===== config.mk =====
export PLATFORM = sky130hd
export DESIGN_NAME = multitap_keypad_entry_unit_flat
export DESIGN_NICKNAME = d
export VERILOG_FILES = /design/src/hdl/mtk_pkg.sv /design/src/hdl/mtk_in_if.sv /design/src/hdl/mtk_out_if.sv /design/src/hdl/mtk_cfg_if.sv /design/src/hdl/multitap_keypad_entry_unit.sv /design/src/hdl/mtk_front.sv /design/src/hdl/mtk_queue.sv /design/src/hdl/mtk_back.sv /design/src/flat_wrapper.sv
export SDC_FILE = /design/constraint.sdc
export NUM_CORES = 1
export LEC_CHECK = 0
export BUFFER_PORTS_ARGS = -buffer_cell sky130_fd_sc_hd__buf_2
export CAP_MARGIN = 15
export CORE_MARGIN = 2
export CORE_UTILIZATION = 25
export CTS_BUF_LIST = sky130_fd_sc_hd__clkbuf_2 sky130_fd_sc_hd__clkbuf_4 sky130_fd_sc_hd__clkbuf_8
export CTS_CLUSTER_SIZE = 24
export DETAILED_ROUTE_END_ITERATION = 7
export GPL_TIMING_DRIVEN = 0
export SYNTH_ARGS = -nofsm -noshare
export SYNTH_HDL_FRONTEND = slang
export SYNTH_SLANG_ARGS = --single-unit

===== constraint.sdc =====
create_clock -name clk -period 7.5 [get_ports clk]
set_input_delay 2.25 -clock clk [delete_from_list [all_inputs] [get_ports clk]]
set_output_delay 2.25 -clock clk [all_outputs]
set_load 0.01 [all_outputs]

===== src/hdl/mtk_pkg.sv =====
package mtk_pkg;

  localparam logic [7:0] BACKSPACE_CODE = 8'd8;
  localparam int         ROM_KEYS       = 16;
  localparam int         ROM_SLOTS      = 8;

  typedef enum logic [1:0] {
    MODE_TICK    = 2'd0,
    MODE_PRESS   = 2'd1,
    MODE_RELEASE = 2'd2,
    MODE_UNUSED  = 2'd3
  } mode_t;

  typedef enum logic [1:0] {
    REG_DEBOUNCE   = 2'd0,
    REG_DOUBLE_TAP = 2'd1,
    REG_HOLD       = 2'd2,
    REG_REPEAT     = 2'd3
  } cfg_reg_t;

  typedef struct packed {
    logic [15:0] debounce_ticks;
    logic [15:0] double_tap_ticks;
    logic [15:0] hold_ticks;
    logic [15:0] repeat_latency_ticks;
  } cfg_t;

  // One queued message: when two is set, a backspace goes out ahead of code.
  typedef struct packed {
    logic       two;
    logic [7:0] code;
    logic       press;
  } job_t;

  typedef struct packed {
    logic valid;
    job_t job;
  } q_push_t;

  typedef struct packed {
    logic valid;
    logic full;
    job_t job;
  } q_stat_t;

  localparam logic [7:0] KEY_ROM [ROM_KEYS][ROM_SLOTS] = '{
    '{8'd17, 8'd0, 8'd0, 8'd0, 8'd0, 8'd0, 8'd0, 8'd0},
    '{8'd19, 8'd0, 8'd0, 8'd0, 8'd0, 8'd0, 8'd0, 8'd0},
    '{8'd18, 8'd0, 8'd0, 8'd0, 8'd0, 8'd0, 8'd0, 8'd0},
    '{8'd16, 8'd0, 8'd0, 8'd0, 8'd0, 8'd0, 8'd0, 8'd0},
    '{"3", "D", "E", "F", 8'd0, 8'd0, 8'd0, 8'd0},
    '{"6", "M", "N", "O", 8'd0, 8'd0, 8'd0, 8'd0},
    '{"9", "W", "X", "Y", "Z", 8'd0, 8'd0, 8'd0},
    '{8'd13, 8'd0, 8'd0, 8'd0, 8'd0, 8'd0, 8'd0, 8'd0},
    '{"2", "A", "B", "C", 8'd0, 8'd0, 8'd0, 8'd0},
    '{"5", "J", "K", "L", 8'd0, 8'd0, 8'd0, 8'd0},
    '{"8", "T", "U", "V", 8'd0, 8'd0, 8'd0, 8'd0},
    '{"0", " ", 8'd0, 8'd0, 8'd0, 8'd0, 8'd0, 8'd0},
    '{"1", 8'd0, 8'd0, 8'd0, 8'd0, 8'd0, 8'd0, 8'd0},
    '{"4", "G", "H", "I", 8'd0, 8'd0, 8'd0, 8'd0},
    '{"7", "P", "Q", "R", "S", 8'd0, 8'd0, 8'd0},
    '{8'd30, 8'd0, 8'd0, 8'd0, 8'd0, 8'd0, 8'd0, 8'd0}
  };

  localparam logic [3:0] KEY_LEN [ROM_KEYS] = '{
    4'd1, 4'd1, 4'd1, 4'd1, 4'd4, 4'd4, 4'd5, 4'd1,
    4'd4, 4'd4, 4'd4, 4'd2, 4'd1, 4'd4, 4'd5, 4'd1
  };

  // Bit k set: key k is a character key.
  localparam logic [ROM_KEYS-1:0] KEY_IS_CHAR = 16'b0111_1111_0111_0000;

endpackage


===== src/hdl/mtk_in_if.sv =====
interface mtk_in_if;
  logic       valid;
  logic       ready;
  logic [1:0] mode;
  logic [1:0] key_row;
  logic [1:0] key_col;

  modport source (output valid, output mode, output key_row, output key_col, input ready);
  modport sink   (input valid, input mode, input key_row, input key_col, output ready);
endinterface


===== src/hdl/mtk_out_if.sv =====
interface mtk_out_if;
  logic       valid;
  logic       ready;
  logic [7:0] key_code;
  logic       is_press;
  logic       last_of_run;

  modport source (output valid, output key_code, output is_press, output last_of_run,
                  input ready);
  modport sink   (input valid, input key_code, input is_press, input last_of_run,
                  output ready);
endinterface


===== src/hdl/mtk_cfg_if.sv =====
interface mtk_cfg_if;
  logic        valid;
  logic        ready;
  logic [1:0]  index;
  logic [15:0] data;

  modport source (output valid, output index, output data, input ready);
  modport sink   (input valid, input index, input data, output ready);
endinterface


===== src/hdl/multitap_keypad_entry_unit.sv =====
// Multi-tap keypad entry. Each transfer on keys is a tick, a press or a release of a
// 4x4 keypad key; each transfer on msgs is one key message (code, press flag, and a
// last_of_run flag that marks the final message caused by an input). A character key
// pressed again inside the double-tap window, or held past hold_ticks (then every
// repeat_latency_ticks+1 ticks), sends a backspace and then its next letter; code keys
// repeat their code. Presses within twice debounce_ticks of a release are dropped.
// A front stage takes one input transfer per cycle, updates the key state and queues at
// most one job in a two-entry queue; keys.ready drops only while that queue is full.
// The back stage turns each job into one or two messages, one per cycle unless msgs
// holds back ready, through a registered output; it takes no new job while the second
// message of a pair is pending. An input's job is registered in the queue and its first
// message in the output register. Configuration writes are always taken (cfg.ready
// is tied high) and belong only to idle periods. Times wrap modulo 2^TIME_BITS; no
// clearing pass is needed after reset.
module multitap_keypad_entry_unit #(
  parameter int ROWS        = 4,
  parameter int COLS        = 4,
  parameter int MAX_LETTERS = 5,
  parameter int TIME_BITS   = 32
) (
  input  logic      clk,
  input  logic      rst,
  mtk_in_if.sink    keys,
  mtk_out_if.source msgs,
  mtk_cfg_if.sink   cfg
);

  mtk_pkg::cfg_t    cfg_regs;
  mtk_pkg::q_push_t q_push;
  mtk_pkg::q_stat_t q_stat;
  logic             pop;

  // Configuration registers: take every write, ignore nothing but the data width.
  assign cfg.ready = 1'b1;

  always_ff @(posedge clk) begin
    if (rst) begin
      cfg_regs.debounce_ticks       <= 16'd20;
      cfg_regs.double_tap_ticks     <= 16'd800;
      cfg_regs.hold_ticks           <= 16'd1000;
      cfg_regs.repeat_latency_ticks <= 16'd300;
    end else if (cfg.valid) begin
      case (mtk_pkg::cfg_reg_t'(cfg.index))
        mtk_pkg::REG_DEBOUNCE:   cfg_regs.debounce_ticks       <= cfg.data;
        mtk_pkg::REG_DOUBLE_TAP: cfg_regs.double_tap_ticks     <= cfg.data;
        mtk_pkg::REG_HOLD:       cfg_regs.hold_ticks           <= cfg.data;
        mtk_pkg::REG_REPEAT:     cfg_regs.repeat_latency_ticks <= cfg.data;
        default: begin
        end
      endcase
    end
  end

  // Front: accept, classify, update key state, queue the job.
  mtk_front #(
    .ROWS        (ROWS),
    .COLS        (COLS),
    .MAX_LETTERS (MAX_LETTERS),
    .TIME_BITS   (TIME_BITS)
  ) u_front (
    .clk      (clk),
    .rst      (rst),
    .keys     (keys),
    .cfg_regs (cfg_regs),
    .q_stat   (q_stat),
    .q_push   (q_push)
  );

  // Short job queue decoupling the two sides.
  mtk_queue u_queue (
    .clk    (clk),
    .rst    (rst),
    .q_push (q_push),
    .pop    (pop),
    .q_stat (q_stat)
  );

  // Back: expand each job into one or two messages.
  mtk_back u_back (
    .clk    (clk),
    .rst    (rst),
    .q_stat (q_stat),
    .pop    (pop),
    .msgs   (msgs)
  );

`ifndef SYNTHESIS
  // A job is never pushed into a full queue.
  a_no_overflow: assert property (@(posedge clk) disable iff (rst)
    q_push.valid |-> !q_stat.full)
    else $error("job pushed into full queue");

  // The first of two messages is always a pressed backspace.
  a_first_is_bs: assert property (@(posedge clk) disable iff (rst)
    (msgs.valid && !msgs.last_of_run) |->
      (msgs.key_code == mtk_pkg::BACKSPACE_CODE && msgs.is_press))
    else $error("non-final message is not a backspace");

  // The second message follows right after the first one is taken.
  a_pair_back_to_back: assert property (@(posedge clk) disable iff (rst)
    (msgs.valid && msgs.ready && !msgs.last_of_run) |=>
      (msgs.valid && msgs.last_of_run && msgs.is_press))
    else $error("second message of a pair missing");
`endif

endmodule


===== src/hdl/mtk_front.sv =====
module mtk_front #(
  parameter int ROWS        = 4,
  parameter int COLS        = 4,
  parameter int MAX_LETTERS = 5,
  parameter int TIME_BITS   = 32
) (
  input  logic                 clk,
  input  logic                 rst,
  mtk_in_if.sink               keys,
  input  mtk_pkg::cfg_t        cfg_regs,
  input  mtk_pkg::q_stat_t     q_stat,
  output mtk_pkg::q_push_t     q_push
);

  localparam int CMP_W = (TIME_BITS > 17) ? TIME_BITS : 17;

  // Ticks since the last release, and ticks left until the next auto advance.
  logic [TIME_BITS-1:0] since_rel, since_rel_next;
  logic [TIME_BITS-1:0] until_fire, until_fire_next;
  logic                 held, held_next;
  logic [3:0]           cur_key, cur_key_next;
  logic                 rel_valid, rel_valid_next;
  logic [3:0]           rel_key, rel_key_next;
  logic [2:0]           tap, tap_next;

  logic                 accept;
  logic [3:0]           key;
  logic [3:0]           adv_key;
  logic [3:0]           letters;
  logic [3:0]           tap_inc;
  logic [2:0]           tap_adv;
  logic                 adv_char;
  logic                 fire;
  logic                 locked;
  logic                 multi_tap;
  logic [CMP_W-1:0]     since_w;
  logic [CMP_W-1:0]     hold_w;
  logic [CMP_W-1:0]     rep_w;
  logic [3:0]           rom_key;
  logic [2:0]           rom_idx;

  assign keys.ready = !q_stat.full;
  assign accept     = keys.valid && keys.ready;
  assign key        = {keys.key_row, keys.key_col};
  assign since_w    = CMP_W'(since_rel);
  assign hold_w     = CMP_W'({1'b0, cfg_regs.hold_ticks} + 17'd1);
  assign rep_w      = CMP_W'({1'b0, cfg_regs.repeat_latency_ticks} + 17'd1);

  // The key that would advance: the pressed key on a press, the held key on a tick.
  assign adv_key  = (mtk_pkg::mode_t'(keys.mode) == mtk_pkg::MODE_PRESS) ? key : cur_key;
  assign adv_char = mtk_pkg::KEY_IS_CHAR[adv_key];
  assign letters  = (mtk_pkg::KEY_LEN[adv_key] > 4'(MAX_LETTERS)) ? 4'(MAX_LETTERS)
                                                                  : mtk_pkg::KEY_LEN[adv_key];
  assign tap_inc  = {1'b0, tap + 3'd1};
  assign tap_adv  = (tap_inc >= letters) ? 3'd0 : tap_inc[2:0];

  assign fire      = held && (until_fire == TIME_BITS'(1));
  assign locked    = (since_w < CMP_W'({cfg_regs.debounce_ticks, 1'b0})) || held
                     || (int'(keys.key_row) >= ROWS) || (int'(keys.key_col) >= COLS);
  assign multi_tap = adv_char && rel_valid && (rel_key == key)
                     && (since_w < CMP_W'(cfg_regs.double_tap_ticks));

  always_comb begin
    since_rel_next  = since_rel;
    until_fire_next = until_fire;
    held_next       = held;
    cur_key_next    = cur_key;
    rel_valid_next  = rel_valid;
    rel_key_next    = rel_key;
    tap_next        = tap;
    q_push.valid    = 1'b0;
    q_push.job.two  = 1'b0;
    q_push.job.press = 1'b1;
    rom_key         = adv_key;
    rom_idx         = tap;
    case (mtk_pkg::mode_t'(keys.mode))
      mtk_pkg::MODE_TICK: begin
        since_rel_next  = since_rel + TIME_BITS'(1);
        until_fire_next = until_fire - TIME_BITS'(1);
        if (fire) begin
          if (adv_char) begin
            tap_next       = tap_adv;
            rom_idx        = tap_adv;
            q_push.job.two = 1'b1;
          end
          until_fire_next = rep_w[TIME_BITS-1:0];
          q_push.valid    = 1'b1;
        end
      end
      mtk_pkg::MODE_PRESS: begin
        if (!locked) begin
          held_next       = 1'b1;
          cur_key_next    = key;
          tap_next        = multi_tap ? tap_adv : 3'd0;
          rom_idx         = multi_tap ? tap_adv : 3'd0;
          q_push.job.two  = multi_tap;
          until_fire_next = hold_w[TIME_BITS-1:0];
          q_push.valid    = 1'b1;
        end
      end
      mtk_pkg::MODE_RELEASE: begin
        if (held) begin
          held_next        = 1'b0;
          rel_valid_next   = 1'b1;
          rel_key_next     = cur_key;
          since_rel_next   = '0;
          rom_idx          = 3'd0;
          q_push.job.press = 1'b0;
          q_push.valid     = 1'b1;
        end
      end
      default: begin
      end
    endcase
    q_push.job.code = mtk_pkg::KEY_ROM[rom_key][rom_idx];
    if (!accept) begin
      q_push.valid = 1'b0;
    end
  end

  always_ff @(posedge clk) begin
    if (rst) begin
      since_rel  <= '0;
      until_fire <= '0;
      held       <= 1'b0;
      cur_key    <= '0;
      rel_valid  <= 1'b0;
      rel_key    <= '0;
      tap        <= '0;
    end else if (accept) begin
      since_rel  <= since_rel_next;
      until_fire <= until_fire_next;
      held       <= held_next;
      cur_key    <= cur_key_next;
      rel_valid  <= rel_valid_next;
      rel_key    <= rel_key_next;
      tap        <= tap_next;
    end
  end

endmodule


===== src/hdl/mtk_queue.sv =====
module mtk_queue (
  input  logic             clk,
  input  logic             rst,
  input  mtk_pkg::q_push_t q_push,
  input  logic             pop,
  output mtk_pkg::q_stat_t q_stat
);

  mtk_pkg::job_t entries [2];
  logic          wr_ptr;
  logic          rd_ptr;
  logic [1:0]    count;
  logic          do_pop;

  assign do_pop       = pop && (count != 2'd0);
  assign q_stat.valid = (count != 2'd0);
  assign q_stat.full  = (count == 2'd2);
  assign q_stat.job   = entries[rd_ptr];

  always_ff @(posedge clk) begin
    if (q_push.valid) begin
      entries[wr_ptr] <= q_push.job;
    end
  end

  always_ff @(posedge clk) begin
    if (rst) begin
      wr_ptr <= 1'b0;
      rd_ptr <= 1'b0;
      count  <= '0;
    end else begin
      if (q_push.valid) begin
        wr_ptr <= !wr_ptr;
      end
      if (do_pop) begin
        rd_ptr <= !rd_ptr;
      end
      count <= count + {1'b0, q_push.valid} - {1'b0, do_pop};
    end
  end

endmodule


===== src/hdl/mtk_back.sv =====
module mtk_back (
  input  logic             clk,
  input  logic             rst,
  input  mtk_pkg::q_stat_t q_stat,
  output logic             pop,
  mtk_out_if.source        msgs
);

  logic       load;
  logic       pend;
  logic [7:0] pend_code;

  // Load the output register when it is empty or being taken.
  assign load = !msgs.valid || msgs.ready;
  assign pop  = load && !pend && q_stat.valid;

  always_ff @(posedge clk) begin
    if (rst) begin
      msgs.valid       <= 1'b0;
      pend             <= 1'b0;
      pend_code        <= '0;
      msgs.key_code    <= '0;
      msgs.is_press    <= 1'b0;
      msgs.last_of_run <= 1'b0;
    end else if (load) begin
      if (pend) begin
        msgs.valid       <= 1'b1;
        msgs.key_code    <= pend_code;
        msgs.is_press    <= 1'b1;
        msgs.last_of_run <= 1'b1;
        pend             <= 1'b0;
      end else if (q_stat.valid) begin
        msgs.valid <= 1'b1;
        if (q_stat.job.two) begin
          msgs.key_code    <= mtk_pkg::BACKSPACE_CODE;
          msgs.is_press    <= 1'b1;
          msgs.last_of_run <= 1'b0;
          pend             <= 1'b1;
          pend_code        <= q_stat.job.code;
        end else begin
          msgs.key_code    <= q_stat.job.code;
          msgs.is_press    <= q_stat.job.press;
          msgs.last_of_run <= 1'b1;
        end
      end else begin
        msgs.valid <= 1'b0;
      end
    end
  end

endmodule

===== src/flat_wrapper.sv =====
// flat-port wrapper written by rule: the top's interface ports become plain ports
module multitap_keypad_entry_unit_flat 
#(
  parameter int ROWS        = 4,
  parameter int COLS        = 4,
  parameter int MAX_LETTERS = 5,
  parameter int TIME_BITS   = 32
)
  (clk, rst, keys_valid, keys_mode, keys_key_row, keys_key_col, keys_ready, msgs_valid, msgs_key_code, msgs_is_press, msgs_last_of_run, msgs_ready, cfg_valid, cfg_index, cfg_data, cfg_ready);
  mtk_in_if keys_i ();
  mtk_out_if msgs_i ();
  mtk_cfg_if cfg_i ();
  input  logic clk;
  input  logic rst;
  input wire logic [$bits(keys_i.valid)-1:0] keys_valid;
  input wire logic [$bits(keys_i.mode)-1:0] keys_mode;
  input wire logic [$bits(keys_i.key_row)-1:0] keys_key_row;
  input wire logic [$bits(keys_i.key_col)-1:0] keys_key_col;
  output wire logic [$bits(keys_i.ready)-1:0] keys_ready;
  output wire logic [$bits(msgs_i.valid)-1:0] msgs_valid;
  output wire logic [$bits(msgs_i.key_code)-1:0] msgs_key_code;
  output wire logic [$bits(msgs_i.is_press)-1:0] msgs_is_press;
  output wire logic [$bits(msgs_i.last_of_run)-1:0] msgs_last_of_run;
  input wire logic [$bits(msgs_i.ready)-1:0] msgs_ready;
  input wire logic [$bits(cfg_i.valid)-1:0] cfg_valid;
  input wire logic [$bits(cfg_i.index)-1:0] cfg_index;
  input wire logic [$bits(cfg_i.data)-1:0] cfg_data;
  output wire logic [$bits(cfg_i.ready)-1:0] cfg_ready;
  assign keys_i.valid = keys_valid;
  assign keys_i.mode = keys_mode;
  assign keys_i.key_row = keys_key_row;
  assign keys_i.key_col = keys_key_col;
  assign keys_ready = keys_i.ready;
  assign msgs_valid = msgs_i.valid;
  assign msgs_key_code = msgs_i.key_code;
  assign msgs_is_press = msgs_i.is_press;
  assign msgs_last_of_run = msgs_i.last_of_run;
  assign msgs_i.ready = msgs_ready;
  assign cfg_i.valid = cfg_valid;
  assign cfg_i.index = cfg_index;
  assign cfg_i.data = cfg_data;
  assign cfg_ready = cfg_i.ready;
  multitap_keypad_entry_unit #(.ROWS(ROWS), .COLS(COLS), .MAX_LETTERS(MAX_LETTERS), .TIME_BITS(TIME_BITS)) u_core (.clk(clk), .rst(rst), .keys(keys_i), .msgs(msgs_i), .cfg(cfg_i));
endmodule

==> results of run 1 <==
==> worst max-delay path by stage <==
stage                                               to  slack [ns]
after CTS                 u_core.u_queue.entries[1][2]        0.89
after floorplan           u_core.u_queue.entries[0][2]        1.33
after global placement    u_core.u_queue.entries[1][2]        0.50
after global routing      u_core.u_queue.entries[1][2]        0.41
after detailed placement  u_core.u_queue.entries[1][2]        0.38
final                     u_core.u_queue.entries[1][2]        0.75
==> cell type report <==
cell class	count	area share [%]
Clock inverter	15	1.41
Buffer	58	2.22
Multi-Input combinational cell	944	50.8
Inverter	46	1.55
Clock buffer	17	2.11
Tap cell	518	5.84
Timing Repair Buffer	37	1.67
Sequential cell	182	34.4
==> worst min-delay path: stages, from the launching register on <==
cell and delay, ns:
dfxtp_1 0.32, nand2_1 0.05, a21oi_1 0.05
==> state kept, by name, indices dropped and copies added (netlist names), 2 cells and up, named ones only <==
register and cells:
u_core.u_queue.count 2, u_core.u_back.msgs.key_code 7, u_core.u_front.tap 3, u_core.u_front.until_fire 32, u_core.cfg_regs 64, u_core.u_back.pend_code 7, u_core.u_front.cur_key 4, u_core.u_queue.entries 18
u_core.u_front.since_rel 32, u_core.u_front.rel_key 4
==> cells by family (layout without fill, tap and decap cells) <==
group,after synthesis,after routing,synth area share [%]
buffers and inverters,104,173,4.24
AO/OA/AOI/OAI,251,251,15.6
AND/OR/NAND/NOR,536,536,25.5
multiplexers,26,26,2.71
flip-flops,182,182,38.7
XOR/XNOR,84,84,7.45
other,2,2,0.0760
adder cells (fa/ha/maj),45,45,5.70
==> per-layer routing <==
metal | vias to the layer above | part of all wire (%) | track usage, %
met4 | 0 | 1.3 | 3.65
met3 | 20 | 3.8 | 2.04
met1 | 4097 | 51 | 18.8
met5 | - | 0 | 0
li1 | 4390 | - | -
met2 | 180 | 43 | 19.9
==> layout by cell type (no fill, tap or decap), types with 18 or more instances in the layout <==
cell type / n
nand2_1: 207
dfxtp_1: 164
nor2_1: 143
a21oi_1: 114
xor2_1: 48
inv_1: 46
buf_2: 45
ha_1: 45
clkbuf_1: 43
o21ai_0: 38
nand3_1: 36
xnor2_1: 36
a211oi_1: 31
mux2i_1: 22
nor3_1: 20
edfxtp_1: 18
==> stage by stage <==
step / util, % / hold WS (ns) / setup WS, ns
floorplan: - / 0.427 / 1.33
global placement: 27.6 / 0.438 / 0.495
detailed placement: 27.6 / 0.449 / 0.375
CTS: 28.6 / 0.464 / 0.886
global route: 28.6 / 0.478 / 0.410
finish: 28.6 / 0.461 / 0.752
==> power by group <==
| group | leakage (uW) | internal, uW | switching, uW |
|---|---|---|---|
| Sequential | 0.00150 | 1060 | 60.7 |
| Clock | 0.000198 | 251 | 422 |
| Combinational | 0.00241 | 244 | 366 |
==> metrics.txt, run 1 <==
run status finished, final reports clean; Hold-fix buffers, CTS 0; Crit path max-delay family compound AO/OA/AOI/OAI gates; Final Hold Vio Count 0; Seq. cell area 3820 um2; Crit. Startpoint keys_mode[1]; WHS Path Cells 2; Worst Path Buf+Inv 5; hold path startpoint u_core.cfg_regs[49]; post-synthesis register bit count 182; Max-slew headroom 27.0%; startpoint types input pin; CTS Root Buffer Type clkbuf_8; CTS Buffer Depth 2; clock sink count 182; Die Area 41,100 um2; FF-to-FF path depth 15; fillers 4,258; Mapped Avg Cell Area 8.03 um2; pin count of the biggest net entering global routing 20; synth top area cells dfxtp_1 33%, nand2_1 7.9%, a21oi_1 5.8%; Num CTS Buffers 17; ys flop type dfxtp_1; GRT Resource Usage Total 13.0%; final instance area 11,100 um2; RSZ-0062 raised after global routing no; via count 8,687; cell with the most instances after synthesis nand2_1; GRT overflow 0; actual slew at the worst max-slew pin 1.09 ns; worst vdd ir 123 uV; Site Rows 72; Initial Utilization 25.4%; min Tclk post-route 6.75 ns; Yosys top cell area share 33.2%; GPL Wtd Cong 0.867; Starting DRT DRC Count 660; Power per Cell Area 216 nW/um2; Setup TNS 0 ns; capturing point of the worst reg2reg path u_core.u_queue.entries[1][2]; cell taking the most area after synthesis dfxtp_1; Cell Area, Synth 9880 um2; initial antenna violation count 0; vias per cell 4.78; CP arrival 7.01 ns; worst min-delay path class flop to flop; clock slew at reported path FFs 0.10 ns; number of global-route vias before repair 8,056; Critical Path Stages 19; Chip Width 203 um; io pins 42; cts repair resizes 0; Final Setup Violations 0; distinct cell type count after synthesis 65; worst skew pair latency 0.50 ns; Max Slew Vio Count 0; die height 203 um; Tcrit/Tclk final 90.0%; Area growth, synth to finish 12.4%; sequential element share of the synthesized area 38.7%; Final Net Count 1,360; CTS tree built; drt total wl 26.3 mm; FFs w/ async S/R, synth 0%; WL per Instance 14.5 um; DRC viols 0; R2R setup slack 3.29 ns; kind of critical path input pin to flop; Final HPWL DP 20.0 mm; Post-synth EDFFs 18; ratio of cells with drive above 1 in the final layout 7.47%; htree depth 4; CP peak stage delay 0.63 ns; first-pass detailed-route iteration total 7; Pleak 0.00411 uW; area occupied by multi-input gates 5640 um2; yosys warns 0; Antenna diodes 0; Mapped Nets 1,304; Worst Skew 0.0223 ns; Synth top cells by count 207 x nand2_1, 164 x dfxtp_1, 143 x nor2_1; largest fanout on the critical path 10; Syn Inst Count 1,230; Crit. End Element flop; Overall Power 2400 uW; IO buf count 37; Post-CTS Setup Repair Bufs 0; Worst Path Required 7.76 ns; DP Area 10,700 um2; first-pass GRT wire length 43.0 mm; Max Clk Rate 148 MHz; Final ANT Viol Nets 0; Hold Crit Endpoint u_core.cfg_regs[49]; Post-Layout Cell Count 1,817; slowest CP cell mux2i_1; core box area 38,800 um2; placed cell count 1,785; r2r startpoint u_core.u_front.cur_key[0]; CP Cell Sequence buf_4, nor2b_1, buf_2, buf_1, mux2i_1, inv_1, ha_1, nor3_1, a21o_1, ha_1, o21ai_0, a21o_1, nand2_1, a2111oi_2, o211a_2, buf_6, mux2i_1, a221oi_1, o31ai_1; Max Cap Viol 0
Power figures use the tool's default switching activity.
==> run 2: changes to the inputs <==
- clock period: 7.5 -> 5.6 ns (I/O delays scaled with it)
==> metrics.txt, run 2 (same netlist as run 1, synthesis figures left out) <==
worst skew pair latency 0.49 ns (was 0.50 ns); number of global-route vias before repair 8,143 (was 8,056); Overall Power 3250 uW (was 2400 uW); CTS Buffer Depth 2 (unchanged); worst vdd ir 158 uV (was 123 uV); core box area 38,800 um2 (unchanged); largest fanout on the critical path 10 (unchanged); most flop-heavy register u_core.cfg_regs (unchanged); ratio of cells with drive above 1 in the final layout 8.15% (was 7.47%); Worst Skew 0.0300 ns (was 0.0223 ns); via count 8,770 (was 8,687); Power per Cell Area 290 nW/um2 (was 216 nW/um2); clock slew at reported path FFs 0.11 ns (was 0.10 ns); most frequent cells in the layout 207 x nand2_1, 164 x dfxtp_1, 143 x nor2_1 (unchanged); die height 203 um (unchanged); Flop pwr share 46.1% (was 46.6%); biggest regs u_core.cfg_regs: 64 flops, u_core.u_front.since_rel: 32 flops, u_core.u_front.until_fire: 32 flops (unchanged); run status finished, final reports clean (unchanged); Die Area 41,100 um2 (unchanged); Hold-fix buffers, CTS 0 (unchanged); Final Setup Violations 0 (unchanged); kind of critical path input pin to flop (unchanged); hold path startpoint u_core.cfg_regs[48] (was u_core.cfg_regs[49]); Initial Utilization 25.4% (unchanged); Max-slew headroom 25.1% (was 27.0%); Int Pwr 2090 uW (was 1550 uW); worst min-delay path class flop to flop (unchanged); Crit. End Element flop (unchanged); Pleak 0.00413 uW (was 0.00411 uW); IO buf count 37 (unchanged); GRT overflow 0 (unchanged); Worst Path Required 5.81 ns (was 7.76 ns); drt total wl 26.4 mm (was 26.3 mm); R2R setup slack 1.74 ns (was 3.29 ns); Site Rows 72 (unchanged); Max Cap Viol 0 (unchanged); actual slew at the worst max-slew pin 1.11 ns (was 1.09 ns); first-pass detailed-route iteration total 5 (was 7); Final Hold Vio Count 0 (unchanged); Max Slew Vio Count 0 (unchanged); commonest non-fill, non-tap cell in the layout nand2_1 (unchanged); Final Net Count 1,362 (was 1,360); GPL Wtd Cong 0.879 (was 0.867); DRC viols 0 (unchanged); RSZ-0062 raised after global routing no (unchanged); vias per cell 4.82 (was 4.78); Sw Ratio 35.6% (was 35.3%); r2r startpoint u_core.u_front.cur_key[2] (was u_core.u_front.cur_key[0]); Max Clk Rate 188 MHz; Final HPWL DP 20.1 mm (was 20.0 mm); CTS tree built (unchanged); startpoint types input pin (unchanged); Sw Pwr 1150 uW (was 849 uW); Chip Width 203 um (unchanged); initial antenna violation count 0 (unchanged); io pins 42 (unchanged); min Tclk post-route 5.32 ns; pin count of the biggest net entering global routing 21 (was 20); Tcrit/Tclk final 94.9%; part of the power in the clock network 28.5% (was 28.0%); capturing point of the worst reg2reg path u_core.u_queue.entries[1][2] (unchanged); CP arrival 5.53 ns (was 7.01 ns); hold slack final 0.461 ns (about the same); GRT Resource Usage Total 13.0% (about the same); max reg flops 64 (unchanged); Hold Crit Endpoint u_core.cfg_regs[48] (was u_core.cfg_regs[49]); htree depth 4 (unchanged); CTS Root Buffer Type clkbuf_8 (unchanged); Final ANT Viol Nets 0 (unchanged); Comb pwr share 25.3% (was 25.4%); FF-to-FF path depth 15 (unchanged); Area growth, synth to finish 13.2% (was 12.4%); Antenna diodes 0 (unchanged); WHS Path Cells 2 (unchanged); Num CTS Buffers 17 (unchanged); WL per Instance 14.5 um (about the same); Starting DRT DRC Count 659 (was 660); first-pass GRT wire length 42.8 mm (was 43.0 mm); clock sink count 182 (unchanged)
run 2: final cells by class:
| class | instances | area [um2] |
|---|---|---|
| fill | 4206 | 27600 |
| multi-input combinational | 944 | 5680 |
| sequential | 182 | 3820 |
| tap | 518 | 648 |
| buffer | 58 | 254 |
| clock buffer | 17 | 234 |
| timing repair buffer | 39 | 200 |
| clock inverter | 15 | 178 |
| inverter | 46 | 173 |
run 2: how the worst max path moves through the flow:
| stage | cells after the start | slack, ns | end | from |
|---|---|---|---|---|
| final | 18 | 0.28 | u_core.u_queue.entries[1][2] | keys_mode[1] |
| after global routing | 17 | 0.06 | u_core.u_queue.entries[1][2] | keys_mode[1] |
| after CTS | 19 | 0.02 | u_core.u_queue.entries[0][2] | keys_mode[1] |
| after detailed placement | 19 | -0.79 | u_core.u_queue.entries[1][2] | keys_mode[1] |
| after global placement | 18 | -0.71 | u_core.u_queue.entries[1][2] | keys_mode[1] |
| after floorplan | 18 | 0.06 | u_core.u_queue.entries[0][2] | keys_mode[1] |
run 2: timing repair:
action / 4_1_cts / 5_1_grt
pin swaps: 0 / 0
gates resized for setup: 2 / 11
setup buffers: 0 / 2
endpoints found under the setup margin: 12 / 12
run 2: critical path: stages:
cell and delay [ns]:
buf_4 0.15, nor2b_1 0.10, clkbuf_4 0.22, buf_4 0.24
mux2i_4 0.34, inv_1 0.12, ha_1 0.28, nor3_1 0.21
a21o_1 0.11, ha_1 0.22, o21ai_1 0.17, a21o_1 0.20
nand2_1 0.12, a2111oi_4 0.27, o211a_2 0.32, mux2_2 0.35
a221oi_1 0.30, o31ai_2 0.11
run 2: through the flow:
step | cells | utilization, % | TNS, ns | instance area (um2) | setup slack [ns]
finish | 1819 | 28.8 | 0 | 11200 | 0.284
global route | 1819 | 28.8 | 0 | 11200 | 0.0576
CTS | 1817 | 28.7 | 0 | 11100 | 0.0227
detailed placement | 1785 | 27.6 | -8.58 | 10700 | -0.788
global placement | 1785 | 27.6 | -7.76 | 10700 | -0.714
floorplan | 1230 | - | 0 | 9880 | 0.0582
run 2: power groups by stage:
stage | Clock (uW) | Combinational (uW) | Sequential, uW
after floorplan | 0 | 588 | 1520
after global placement | 0 | 806 | 1520
after CTS | 956 | 820 | 1500
final | 926 | 823 | 1500
after detailed placement | 0 | 815 | 1530
after global routing | 1000 | 928 | 1510
run 2: metal layers:
layer / GRT usage (%) / vias up / part of all wire (%)
li1: - / 4402 / -
met1: 18.5 / 4128 / 50
met2: 19.8 / 213 / 43
met3: 2.42 / 27 / 5.1
met4: 3.88 / 0 / 1.6
met5: 0 / - / 0
==> run 3: changes to the inputs <==
- CTS_BUF_LIST: sky130_fd_sc_hd__clkbuf_2 sky130_fd_sc_hd__clkbuf_4 sky130_fd_sc_hd__clkbuf_8 -> default
==> metrics.txt, run 3 (same netlist as run 1, synthesis figures left out) <==
clock slew at reported path FFs 0.08 ns (was 0.11 ns); commonest non-fill, non-tap cell in the layout nand2_1 (unchanged); Starting DRT DRC Count 551 (was 659); largest fanout on the critical path 10 (unchanged); Final Setup Violations 0 (unchanged); max reg flops 64 (unchanged); pin count of the biggest net entering global routing 21 (unchanged); io pins 42 (unchanged); Final Util 29.3% (was 28.8%); min Tclk post-route 5.33 ns (was 5.32 ns); area occupied by multi-input gates 5680 um2 (unchanged); initial antenna violation count 0 (unchanged); IO buf count 37 (unchanged); Final ANT Viol Nets 0 (unchanged); most frequent cells in the layout 207 x nand2_1, 164 x dfxtp_1, 143 x nor2_1 (unchanged); Worst Skew 0.0223 ns (was 0.0300 ns); Max-slew headroom 27.5% (was 25.1%); via count 8,800 (was 8,770); worst skew pair latency 0.45 ns (was 0.49 ns); Chip Width 203 um (unchanged); vias per cell 4.84 (was 4.82); ratio of cells with drive above 1 in the final layout 8.15% (unchanged); Site Rows 72 (unchanged); worst min-delay path class flop to flop (unchanged); Hold-fix buffers, CTS 0 (unchanged); Final Net Count 1,362 (unchanged); Setup TNS 0 ns (unchanged); Final HPWL DP 20.1 mm (unchanged); first-pass detailed-route iteration total 5 (unchanged); GPL Wtd Cong 0.879 (unchanged); placed cell count 1,785 (unchanged); CP arrival 5.50 ns (was 5.53 ns); Max Slew Vio Count 0 (unchanged); DRC viols 0 (unchanged); most flop-heavy register u_core.cfg_regs (unchanged); R2R setup slack 1.77 ns (was 1.74 ns); RSZ-0062 raised after global routing no (unchanged); Crit. End Element flop (unchanged); kind of critical path input pin to flop (unchanged); Max Cap Viol 0 (unchanged); htree depth 4 (unchanged); Pleak 0.00422 uW (was 0.00413 uW); biggest regs u_core.cfg_regs: 64 flops, u_core.u_front.since_rel: 32 flops, u_core.u_front.until_fire: 32 flops (unchanged); Area growth, synth to finish 15.2% (was 13.2%); Setup WS pre-CTS -0.788 ns (unchanged); core box area 38,800 um2 (unchanged); number of global-route vias before repair 8,128 (was 8,143); die height 203 um (unchanged); Power per Cell Area 312 nW/um2 (was 290 nW/um2); Post-Layout Cell Count 1,819 (unchanged); Seq. cell area 3820 um2 (unchanged); CTS tree built (unchanged); actual slew at the worst max-slew pin 1.08 ns (was 1.11 ns); GRT overflow 0 (unchanged); Max Clk Rate 188 MHz (about the same); Worst Path Required 5.77 ns (was 5.81 ns); clock sink count 182 (unchanged); Antenna diodes 0 (unchanged); Final Hold Vio Count 0 (unchanged); WL per Instance 14.5 um (about the same); first-pass GRT wire length 42.8 mm (about the same); startpoint types input pin (unchanged); fillers 4,194 (was 4,206); CTS Buffer Depth 2 (unchanged); Overall Power 3550 uW (was 3250 uW); run status finished, final reports clean (unchanged); final worst slack 0.268 ns (was 0.284 ns); Die Area 41,100 um2 (unchanged); Initial Utilization 25.4% (unchanged); drt total wl 26.5 mm (was 26.4 mm); worst vdd ir 229 uV (was 158 uV); Num CTS Buffers 17 (unchanged); CTS Root Buffer Type clkbuf_16 (was clkbuf_8); Tcrit/Tclk final 95.2% (was 94.9%); GRT Resource Usage Total 13.0% (about the same)
## run 3: cell counts in the layout (fill, tap and decap cells not counted)
Identical to the previous run, type by type.
## run 3: final timing paths
check | cells after the start | end | startpoint
max | 18 | u_core.u_queue.entries[0][2] | keys_mode[1]
min | 2 | u_core.cfg_regs[38] | u_core.cfg_regs[38]
max reg2reg | 15 | u_core.u_queue.entries[0][2] | u_core.u_front.cur_key[2]
min reg2reg | 2 | u_core.cfg_regs[38] | u_core.cfg_regs[38]
## run 3: metrics by stage
stage          hold WS [ns]  area (um2)
5_1_grt               0.478       11400
2_1_floorplan         0.427        9880
3_3_place_gp          0.438       10700
6_report              0.455       11400
3_5_place_dp          0.448       10700
4_1_cts               0.458       11300
## run 3: critical path, cell delays in order
cell and delay, ns:
buf_4 0.15, nor2b_1 0.10, clkbuf_4 0.22, buf_4 0.24, mux2i_4 0.34, inv_1 0.12, ha_1 0.28, nor3_1 0.21
a21o_1 0.11, ha_1 0.22, o21ai_1 0.17, a21o_1 0.19, nand2_1 0.11, a2111oi_4 0.27, o211a_2 0.32, mux2_2 0.35
a221oi_1 0.30, o31ai_2 0.11
## run 3: cell type report
type	instances	area share, %
sequential	182	33.6
clock buffer	17	3.74
tap	518	5.70
multi-input combinational	944	49.9
inverter	46	1.52
timing repair buffer	39	1.76
clock inverter	15	1.56
buffer	58	2.23
## run 3: per-layer routing
layer | GRT usage [%] | part of all wire (%)
met5 | 0 | 0
met4 | 3.96 | 1.5
met3 | 2.47 | 5.5
met2 | 19.8 | 43
met1 | 18.4 | 50
## run 3: report_power, final
part	internal [uW]	switching, uW	leakage (uW)
Sequential	1420	80.2	0.00150
Clock	608	617	0.000296
Combinational	328	495	0.00243
## run 3: repair_timing
| item | CTS | global route |
|---|---|---|
| setup buffers | 0 | 2 |
| setup endpoints to repair | 12 | 12 |
| gates resized for setup | 3 | 9 |
| endpoints found under the hold margin | 0 | 0 |
